`src/design/assert_macros.svh`:
```
// Assertion macros shared by the tracker modules.
`ifndef ASSERT_MACROS_SVH
`define ASSERT_MACROS_SVH
// Implication checked on every clock edge outside reset.
`define ASSERT_IMPLY(label, clk, rst, ante, cons, msg) \
   label: assert property (@(posedge clk) disable iff (rst) (ante) |-> (cons)) else $error(msg);
// Implication checked in the cycle after the antecedent.
`define ASSERT_NEXT(label, clk, rst, ante, cons, msg) \
   label: assert property (@(posedge clk) disable iff (rst) (ante) |=> (cons)) else $error(msg);
`endif

```
`src/design/srlt_pkg.sv`:
```
// Package with commands, status codes and shared types for the session tracker.
package srlt_pkg;
   localparam int SLOTS_DEFAULT = 64;
   localparam int KEY_W  = 64;
   localparam int MEM_W  = 32;
   localparam int CORE_W = 24;
   localparam int ENTRY_W = 1 + MEM_W + CORE_W + KEY_W;

   localparam logic [2:0] CMD_ADD    = 3'd0;
   localparam logic [2:0] CMD_SUB    = 3'd1;
   localparam logic [2:0] CMD_LOCK   = 3'd2;
   localparam logic [2:0] CMD_UNLOCK = 3'd3;
   localparam logic [2:0] CMD_FIND   = 3'd4;
   localparam logic [2:0] CMD_CLEAR  = 3'd5;

   localparam logic [1:0] ST_OK      = 2'd0;
   localparam logic [1:0] ST_NO_SESS = 2'd1;
   localparam logic [1:0] ST_FULL    = 2'd2;
   localparam logic [1:0] ST_SAT     = 2'd3;

   typedef struct packed {
      logic [2:0]        cmd;
      logic [KEY_W-1:0]  session_id;
      logic [MEM_W-1:0]  memory_mb;
      logic [CORE_W-1:0] core_amount;
   } req_type;

   typedef struct packed {
      logic [1:0]        status;
      logic              found;
      logic              is_locked;
      logic [MEM_W-1:0]  session_memory;
      logic [CORE_W-1:0] session_cores;
      logic [MEM_W-1:0]  in_use_memory_total;
      logic [CORE_W-1:0] in_use_core_total;
      logic [MEM_W-1:0]  locked_memory_total;
      logic [CORE_W-1:0] locked_core_total;
   } rsp_type;

   // Controller to datapath.
   typedef struct packed {
      logic load;       // capture request
      logic scan_start; // reset scan index
      logic scan_step;  // compare current entry, advance
      logic execute;    // apply command using scan result
      logic clear;      // empty table
   } ctl_cmd_type;

   // Datapath to controller.
   typedef struct packed {
      logic scan_last;
      logic is_clear;
   } ctl_status_type;
endpackage

```
`src/design/srlt_ctrl.sv`:
```
// Controller state machine sequencing capture, table scan, update and response.
`include "assert_macros.svh"
module srlt_ctrl import srlt_pkg::*; (
   input  logic           clock,
   input  logic           reset,
   input  logic           req_valid,
   output logic           req_ready,
   output logic           rsp_valid,
   input  logic           rsp_ready,
   output ctl_cmd_type    ctl,
   input  ctl_status_type sts
);
   localparam logic [2:0] S_IDLE = 3'd0;
   localparam logic [2:0] S_SCAN = 3'd1;
   localparam logic [2:0] S_WAIT = 3'd2;
   localparam logic [2:0] S_EXEC = 3'd3;
   localparam logic [2:0] S_RESP = 3'd4;

   logic [2:0] state_ff, state_in;
   logic       req_fire;

   assign req_ready = (state_ff == S_IDLE);
   assign rsp_valid = (state_ff == S_RESP);
   assign req_fire  = req_valid && req_ready;

   always_comb begin
      state_in = state_ff;
      ctl = '0;
      case (state_ff)
         S_IDLE: begin
            if (req_fire) begin
               ctl.load = 1'b1;
               ctl.scan_start = 1'b1;
               state_in = S_SCAN;
            end
         end
         S_SCAN: begin
            ctl.scan_step = 1'b1;
            if (sts.scan_last) begin
               state_in = S_WAIT;
            end
         end
         S_WAIT: begin
            state_in = S_EXEC;
         end
         S_EXEC: begin
            ctl.execute = 1'b1;
            ctl.clear = sts.is_clear;
            state_in = S_RESP;
         end
         S_RESP: begin
            if (rsp_ready) begin
               state_in = S_IDLE;
            end
         end
         default: begin
            state_in = S_IDLE;
         end
      endcase
   end

   always_ff @(posedge clock) begin
      if (reset) begin
         state_ff <= S_IDLE;
      end else begin
         state_ff <= state_in;
      end
   end

   `ASSERT_NEXT(a_exec_resp, clock, reset, state_ff == S_EXEC, rsp_valid,
      "execute not followed by response")
   `ASSERT_NEXT(a_accept_scan, clock, reset, req_fire, state_ff == S_SCAN,
      "accepted transaction did not start a scan")
endmodule

```
`config.mk`:
```
export PLATFORM = sky130hd
export DESIGN_NAME = srlt_ctrl
export DESIGN_NICKNAME = d
export VERILOG_FILES = /design/src/design/srlt_pkg.sv /design/src/design/srlt_ctrl.sv
export VERILOG_INCLUDE_DIRS = /design/src /design/src/design
export SDC_FILE = /design/constraint.sdc
export NUM_CORES = 1
export LEC_CHECK = 0
export BUFFER_PORTS_ARGS = -buffer_cell sky130_fd_sc_hd__buf_2
export CAP_MARGIN = 20
export CORE_AREA = 2 2 39 41
export CTS_CLUSTER_DIAMETER = 150
export DETAILED_ROUTE_END_ITERATION = 8
export DIE_AREA = 0 0 41 43
export RECOVER_POWER = 100
export SLEW_MARGIN = 20
export SYNTH_ARGS = -nofsm -noshare
export SYNTH_HDL_FRONTEND = slang
export SYNTH_SLANG_ARGS = --single-unit
```
`constraint.sdc`:
```
create_clock -name clock -period 1.1 [get_ports clock]
set_input_delay 0.22 -clock clock [delete_from_list [all_inputs] [get_ports clock]]
set_output_delay 0.22 -clock clock [all_outputs]
set_load 0.1 [all_outputs]
```
==> reports/metrics.yaml <==
clocking:
  cts_tree: "built"
  cts_buffer_depth: 2
  cts_root_buf: "clkbuf_4"
  cts_hold_buffers: 0
  clk_latency_ns: 0.23
  numCtsBuffers: 3
  clkTransAtPathRegs_ns: 0.04
  htreeDepth: 1
  cts_sinks: 3
pwr:
  p_seq_share_pct: 16.4
  power_density_mw_per_mm2: 1640
  ir_drop_mv: 0.513
  switchingPower_mw: 0.371
  pwr-share-comb_pct: 61.3
  p_sw_share_pct: 43.5
  p_leak_nw: 0.225
  internal_power_mw: 0.483
  clockPowerShare_pct: 22.3
finish:
  num_antenna_cells: 0
  utilization_pct: 37.7
  reg_top3: "state_ff: 3 flops"
  layout-drive-gt1-share_pct: 79.2
  largest_register_ffs: 3
  nets: 55
  syn_to_final_growth_pct: 136
  regMostFlops: "state_ff"
  fillCellCount: 136
hold_path:
  hold_depth: 2
  hold_class: "in2reg"
  holdPathEnd: "state_ff[1]"
  worstHoldStart: "reset"
synthesis:
  yosysSeqAreaShare_pct: 27.1
  postSynthAreaPerCell_um2: 8.52
  synth_top_area_share_pct: 27.1
  synthCells: 26
  yosysTopAreaCell: "dfxtp_1"
  syn_nets: 32
  ys_ff_latch: 3
  yosys-top-cells-area: "dfxtp_1, and2_1, a311oi_2, a22oi_2, nand2b_1"
  netlist_area_um2: 221
  synth_warnings: 0
  synth_cell_types: 17
place:
  portBuffers: 12
  gp_congestion: 0.730
outcome:
  status: "finished with violations"
  violations: "setup timing"
timing:
  skew_ns: 0.00558
  maxSlewViolCount: 0
  max_slew_margin_pct: 87.8
  layout_setup_ws_ns: -0.278
  fmax_ghz: 0.726
  hold_ws_ns: 0.196
  fin_tns_setup_ns: -1.79
  fin_crit_ns: 1.38
  rsz0062_at_grt: "true"
  setup_violations: 8
  hold_viol_final: 0
  fin_crit_sh_pct: 125
  worst_slew_pin_slew_ns: 0.179
worst_setup_path:
  regToRegEndpoint: "state_ff[2]"
  reg2reg_slack_ns: -0.04
  arrival_ns: 1.16
  timing.rr.start: "state_ff[2]"
  cp_max_fo: 4
  path_class: "reg2out"
  end_kind: "output pin"
  cp-start-kind: "flip-flop"
  r2r_cells: 5
  cp.required_ns: 0.88
global_route:
  overflow: 0
  grt_start_max_net_pins: 10
  antenna_found_initial: 0
  grt_usage_pct: 9.15
  grt_pass1_wl_mm: 1.04
  grt_pass1_vias: 280
route:
  num_vias: 276
  routed_wl_um: 613
  drt_iter0_drc: 2
  via_per_inst: 4.31
  dr.pass1.iters: 4
  route.detailed.drc: 0
  wire_per_inst_um: 9.58
  ant_nets: 0
floorplanning:
  die_w_um: 41
  die-area_mm2: 0.00176
  core_mm2: 0.00138
  rows: 14
  initial_core_util_pct: 16.0
  pin_count: 13
  die_y_um: 43
run:
  drv_cap: 0
-- cells by family (layout without fill, tap and decap cells) --
group,after synthesis,count (layout),synth area share (%)
muxes,2,2,9.60
buffers and inverters,2,24,5.65
and+or+nand+nor,15,15,38.4
DFF,3,3,27.1
AOI/OAI and AO/OA,4,4,19.2
-- synth_stat cells --
master,n
nor3_1,1
and2b_1,1
a22oi_2,1
buf_2,1
and2_1,4
mux2_2,1
nor2_1,3
nor3_2,1
nand2b_1,2
a311oi_2,1
nand2_1,2
and3_1,1
o21bai_1,1
mux2i_1,1
buf_4,1
dfxtp_1,3
a211oi_1,1
-- power groups by stage --
stage	Clock, mW	Combinational [mW]	Sequential (mW)
finish	0.191	0.523	0.140
global route	0.206	0.548	0.142
CTS	0.201	0.521	0.140
detailed placement	0	0.510	0.139
global placement	0	0.508	0.138
floorplan	0	0.331	0.140
-- final cells by class --
cell class / count / area [µm²] / area share (%)
timing repair buffer: 20 / 229 / 43.9
multi-input combinational: 21 / 180 / 34.5
sequential: 3 / 66.3 / 12.7
clock buffer: 4 / 26.3 / 5.04
tap: 16 / 20.0 / 3.84
-- worst max path at each step --
stage / start / endpoint / slack [ns]
floorplan: state_ff[1] / ctl[4] / -1.07
global placement: state_ff[1] / ctl[4] / -0.08
detailed placement: state_ff[0] / ctl[0] / -0.10
CTS: state_ff[2] / ctl[4] / -0.30
global route: state_ff[2] / ctl[3] / -0.34
finish: state_ff[2] / ctl[4] / -0.28
-- worst max-delay path, cell delays in order, from the launching register on --
cell and delay [ns]:
dfxtp_2 0.32, buf_6 0.12, nor3_4 0.12, and2_4 0.20, buf_12 0.17
-- layer usage --
metal  track usage [%]  up-vias  part of all wire, %
li1                  -      135                    -
met1              8.06      129                   33
met3              3.66        2                  5.1
met2              14.7       10                   59
met5                 0        -                    0
met4              8.00        0                  2.3
-- per-stage QoR --
step                instance area (µm²)  power [mW]  worst slack [ns]  std cells
floorplan                           262       0.470             -1.07         26
global placement                    468       0.646           -0.0845         59
detailed placement                  468       0.648            -0.104         59
CTS                                 517       0.862            -0.297         64
global route                        522       0.896            -0.338         64
finish                              522       0.854            -0.278         64
-- cells in the final DEF (no fill, tap or decap), drive strengths merged --
master	Yosys	routed
and3	1	1
dfxtp	3	3
a22oi	1	1
a311oi	1	1
nand2b	2	2
mux2i	1	1
and2	4	4
buf	2	20
a211oi	1	1
o21bai	1	1
mux2	1	1
clkbuf	0	4
and2b	1	1
nor3	2	2
nand2	2	2
nor2	3	3
-- what timing repair did --
action                                  4_1_cts  5_1_grt
endpoints found under the setup margin        9        8
buffers inserted                              1        0
pin swaps                                     3        1
resized for setup                             7        2
Power figures use the tool's default switching activity.
